[src/sv/stp_port_role_selection_top_defines.svh]
// assertion macros for the spanning tree port role block
`ifndef STP_PORT_ROLE_SELECTION_TOP_DEFINES_SVH
`define STP_PORT_ROLE_SELECTION_TOP_DEFINES_SVH

// same-cycle implication
`define STP_ASSERT_IMP(lbl, clk, rst_n, ante, cons) \
    lbl: assert property (@(posedge clk) disable iff (!rst_n) (ante) |-> (cons)) \
        else $error("stp check failed");

// next-cycle implication
`define STP_ASSERT_NXT(lbl, clk, rst_n, ante, cons) \
    lbl: assert property (@(posedge clk) disable iff (!rst_n) (ante) |=> (cons)) \
        else $error("stp check failed");

`endif

[src/sv/stp_pkg.sv]
package stp_pkg;

    localparam int MAX_RESULTS = 24;

    typedef enum logic [2:0] {
        PS_DISABLED   = 3'd0,
        PS_LISTENING  = 3'd1,
        PS_LEARNING   = 3'd2,
        PS_FORWARDING = 3'd3,
        PS_BLOCKING   = 3'd4
    } t_pstate;

    typedef enum logic [1:0] {
        K_STATE  = 2'd0,
        K_CONFIG = 2'd1,
        K_TCN    = 2'd2
    } t_kind;

    typedef enum logic [2:0] {
        CFG_BRIDGE_ID  = 3'd0,
        CFG_STP_ENABLE = 3'd1,
        CFG_MAX_AGE    = 3'd2,
        CFG_HELLO      = 3'd3,
        CFG_FWD_DELAY  = 3'd4,
        CFG_PORT_PRIO  = 3'd5,
        CFG_PORT_MASK  = 3'd6,
        CFG_PATH_COST  = 3'd7
    } t_cfg_idx;

    typedef enum logic [3:0] {
        S_IDLE, S_CHECK, S_ROOT, S_ROOTSET, S_DSG, S_STATE,
        S_POST, S_CFG, S_TCN, S_SEND, S_FINISH
    } t_seq;

    typedef struct packed {
        logic        mode;
        logic [3:0]  rx_port;
        logic [63:0] msg_root_id;
        logic [31:0] msg_root_cost;
        logic [63:0] msg_bridge_id;
        logic [15:0] msg_port_id;
        logic [15:0] msg_max_age;
        logic [15:0] msg_hello;
        logic [15:0] msg_fwd_delay;
        logic        msg_tc;
        logic        msg_tc_ack;
    } t_bpdu_in;

    typedef struct packed {
        logic [1:0]  kind;
        logic [3:0]  out_port;
        logic [2:0]  new_state;
        logic [63:0] tx_root_id;
        logic [31:0] tx_root_cost;
        logic [15:0] tx_port_id;
        logic        tx_tc;
        logic        tx_tc_ack;
        logic [15:0] tx_max_age;
        logic [15:0] tx_hello;
        logic [15:0] tx_fwd_delay;
        logic        last;
    } t_result;

    // priority vector, most significant field first
    typedef struct packed {
        logic [63:0] root;
        logic [31:0] cost;
        logic [63:0] bridge;
        logic [15:0] p1;
        logic [15:0] p2;
    } t_key;

    function automatic logic [15:0] f_pid(input logic [7:0] prio, input logic [7:0] num);
        return {prio, num};
    endfunction

endpackage

[src/sv/stp_cmp_unit.sv]
module stp_cmp_unit
    import stp_pkg::*;
(
    input  t_key i_a,
    input  t_key i_b,
    output logic o_lt,
    output logic o_eq
);
    // lexicographic compare of the whole priority vector
    assign o_lt = i_a < i_b;
    assign o_eq = i_a == i_b;
endmodule

[config.mk]
export PLATFORM = sky130hd
export DESIGN_NAME = stp_cmp_unit
export DESIGN_NICKNAME = d
export VERILOG_FILES = /design/src/sv/stp_port_role_selection_top_defines.svh /design/src/sv/stp_pkg.sv /design/src/sv/stp_cmp_unit.sv
export SDC_FILE = /design/constraint.sdc
export NUM_CORES = 1
export LEC_CHECK = 0
export BUFFER_PORTS_ARGS = -buffer_cell sky130_fd_sc_hd__buf_2
export CAP_MARGIN = 15
export CORE_AREA = 2 2 151 153
export DETAILED_ROUTE_END_ITERATION = 10
export DIE_AREA = 0 0 153 155
export GPL_ROUTABILITY_DRIVEN = 0
export SLEW_MARGIN = 15
export SYNTH_ARGS = -nofsm -noshare
export SYNTH_HDL_FRONTEND = slang
export SYNTH_SLANG_ARGS = --single-unit
[constraint.sdc]
create_clock -name vclk -period 1.69
set_input_delay 0.0845 -clock vclk [all_inputs]
set_output_delay 0.0845 -clock vclk [all_outputs]
set_load 0.005 [all_outputs]
## After elaboration in Yosys (flattened, before gate mapping)

Index checks and enable logic that the tools add are counted.

| cells by class | value |
|---|---|
| $add $sub $neg | 0 |
| multiply operators | 0 |
| div/mod/pow operators | 0 |
| $lt $le $gt $ge | 1 |
| eq/ne operators | 1 |
| shift-type cells | 0 |
| muxes and demuxes | 0 |
| bitwise gates (word level) | 0 |
| reduce and logical (&&, ||, !) cells | 0 |

Operators by type and width:

| operator | count |
|---|---|
| 192-bit == test | 1 |
| 192-bit < comparator | 1 |

| word-level totals | value |
|---|---|
| register bits | 0 |
| latch bits | 0 |
| bits in writable memories | 0 |
| memory bits (read-only) | 0 |
| output and inout port bits | 2 |
| word-level logic and storage cells | 2 |
| memories kept | 0 |

## Longest topological paths before layout

| depth | value |
|---|---|
| depth after elaboration | 1 |
| mapped depth | 9 |
| gate-level depth less buffers | 9 |

## Least setup slack after synthesis

No wires, ideal clock.

| path | value |
|---|---|
| kind | input to output |
| start point | input i_b[149] (netlist bit) |
| end point | output o_lt |
| data arrival time | 1,833 ps |
| data required time | 1,605 ps |
| slack | -227 ps |
| stages | 9 |
| buffers on the path | 0 |
| path through | inv_1 -> ha_1 -> a21o_1 -> a21o_1 -> a221o_1 -> a2111oi_2 -> o22ai_1 -> nand4bb_1 -> nor3_1 |

| on the way | value |
|---|---|
| word-level cells in the longest chain between the ends | 1 |

Ends and longest elaborated chain:

| element | line | RTL |
|---|---|---|
| from (decl) | stp_cmp_unit.sv:5 | `input t_key i_b,` |
| 192-bit < comparator | stp_cmp_unit.sv:10 | `assign o_lt = i_a < i_b;` |
| to (decl) | stp_cmp_unit.sv:6 | `output logic o_lt,` |

Every way passes these cells.

## Worst setup path in the final report

| path | value |
|---|---|
| start point | input i_b[151] (netlist bit) |
| end point | output o_eq |

| on the way | value |
|---|---|
| word-level cells in the longest chain between the ends | 1 |

Ends and longest elaborated chain:

| element | line | RTL |
|---|---|---|
| 192-bit == test | stp_cmp_unit.sv:11 | `assign o_eq = i_a == i_b;` |
| to (decl) | stp_cmp_unit.sv:7 | `output logic o_eq` |

Every way passes these cells.

==> flow_metrics.env <==
export IMPL_outcome="finished, violations left"
export IMPL_violations="setup timing"
export IMPL_cp_buffers_inverters=5
export IMPL_setup_ws_ns=-0.815
export IMPL_crit_required_ns=1.61
export IMPL_synth_top_cell_by_area="ha_1"
export IMPL_grt_max_degree=4
export IMPL_hp_class="primary input to output pin"
export IMPL_routed_via_density=4.38
export IMPL_vias=6209
export IMPL_grt_pass1_wl_mm=28.9
export IMPL_drv_slew=0
export IMPL_synth_cell_types=37
export IMPL_portBuffers=386
export IMPL_antenna_found_initial=2
export IMPL_tns_ns=-1.57
export IMPL_wl_mm=19.0
export IMPL_area_growth_pct=66.7
export IMPL_worstPathCellList="buf_2, inv_1, ha_1, nand4_1, nor4_4, nand4_1, nor4_2, buf_4, nand4_1, buf_6, nor4_4, buf_2"
export IMPL_use_met1_pct=17.7
export IMPL_track_usage_pct=14.7
export IMPL_tightestPinTransition_ns=0.414
export IMPL_synth_cells=694
export IMPL_ir_worst_vdd_v=0.0000961
export IMPL_yosysSeqAreaShare_pct=0
export IMPL_crit_slowest_cell="nor4_2"
export IMPL_regArea_um2=0
export IMPL_insertedDiodeCount=0
export IMPL_grt_setup_unrepaired="true"
export IMPL_hold_end="o_lt"
export IMPL_start_kind="primary input"
export IMPL_cp_common_cell="nand4_1"
export IMPL_clockBufferCount=0
export IMPL_synth_area_per_cell_um2=7.00
export IMPL_hold_violations=0
export IMPL_yosys_top_cells_area="ha_1, inv_1, a21oi_1"
export IMPL_finalSetupViolations=2
export IMPL_io_pins=386
export IMPL_n_sequential_cell=0
export IMPL_core_mm2=0.0222
export IMPL_drive_gt1_share_pct=44.0
export IMPL_place_ws_ns=-1.10
export IMPL_drt_pass1_iterations=4
export IMPL_fin_crit_ns=2.51
export IMPL_arrival_ns=2.42
export IMPL_yosys_area_top_type_share_pct=49.5
export IMPL_die_width_um=153
export IMPL_postRouteAntennaNets=0
export IMPL_syn_nets=1270
export IMPL_final_cell_mix="buf_2, inv_1, ha_1"
export IMPL_crit_path_end_kind="output pin"
export IMPL_grt_met3_usage_pct=1.78
export IMPL_fmax_mhz=399
export IMPL_grt_overflow=0
export IMPL_finalCoreUtilization_pct=36.4
export IMPL_netlist_area_mm2=0.00486
export IMPL_grt_busiest_layer="met2"
export IMPL_nFillCells=2375
export IMPL_die_area_mm2=0.0237
export IMPL_grtUsageMet2_pct=28.8
export IMPL_ys_warn_count=0
export IMPL_final_common_cell="buf_2"
export IMPL_wire_per_inst_um=13.4
export IMPL_max_slew_margin_pct=72.1
export IMPL_finalNetCount=1712
export IMPL_multiInputGateArea_mm2=0.00447
export IMPL_initial_core_util_pct=21.8
export IMPL_hp_start="i_a[191]"
export IMPL_powerDensity_mw_per_mm2=213
export IMPL_drv_cap=0
export IMPL_num_rows=55
export IMPL_die_y_um=155
export IMPL_period_share_pct=148
export IMPL_drtIter0Drc=215
export IMPL_path_delay_family="simple AND/OR/NAND/NOR gates"
export IMPL_dp_hpwl_mm=17.4
export IMPL_leakage_nw=5.04
export IMPL_path_class="primary input to output pin"
export IMPL_grt_pass1_vias=6228
export IMPL_worstPathMaxFanout=2
export IMPL_drc=0
export IMPL_holdPathStages=6
export IMPL_max_stage_delay_ns=0.36
logic make-up (layout without fill, tap and decap cells):
kind of cell,count (synthesis),count (layout),share of synthesized area [%]
adder cells (fa/ha/maj),192,192,49.5
AO/OA/AOI/OAI,159,159,19.2
AND/OR/NAND/NOR,142,142,15.8
buffers and inverters,201,641,15.5
through the flow:
step | std cells | power (mW) | hold slack, ns | instance area, um^2
final | 1419 | 1.73 | 0.679 | 8090
after global routing | 1419 | 1.99 | 0.720 | 8090
after CTS | 1418 | 1.69 | 0.746 | 7930
after detailed placement | 1409 | 1.59 | 0.791 | 7530
after global placement | 1409 | 1.56 | 0.792 | 7530
after floorplan | 694 | 0.787 | 0.459 | 4910
area by class of cell:
type,instances,share of cell area (%)
timing repair buffer,440,30.7
inverter,201,9.63
tap,285,4.41
multi-input combinational,493,55.2
tightest hold or removal path, stage by stage:
cell       delay [ns]
buf_6            0.08
ha_4             0.11
a21oi_1          0.06
nand4bb_4        0.10
nor3_2           0.04
buf_2            0.13
how the worst max path moves through the flow:
stage                  start   end  slack (ns)  cells after the start
detailed placement  i_b[157]  o_eq       -1.10                     12
floorplan           i_b[149]  o_lt       -0.03                      9
global route        i_b[151]  o_lt       -0.99                     13
finish              i_b[151]  o_eq       -0.82                     12
CTS                 i_b[146]  o_eq       -0.76                     12
global placement    i_b[157]  o_eq       -1.03                     12
layer usage:
metal  share of wire, %  vias to the layer above
met4               0.95                        4
met1                 42                     2695
met3                5.6                       18
met5               0.12                        -
li1                   -                     3279
met2                 52                      213
what timing repair did:
item | in CTS | in global routing
endpoints found under the setup margin | 2 | 2
endpoints found under the hold margin | 0 | 0
hold buffers | 0 | 0
gates resized for setup | 55 | 25
buffers inserted | 10 | 1
pin swaps | 20 | 11
Yosys cell counts, types with 3 or more instances:
cell type	instances
nand2_1	47
nand4_1	38
inv_1	201
ha_1	192
and4_1	3
nor3_1	3
a31oi_1	5
nand3_1	14
a21o_1	24
nor4_1	7
nor2_1	11
nand2b_1	5
o21ai_0	31
a221oi_1	5
a21oi_1	79
where the power goes:
group	switching, mW	internal [mW]	leakage [nW]
sequential	0	0	0
clock	0	0	0
combinational	0.787	0.941	5.04
(Power assumes the default switching activity.)
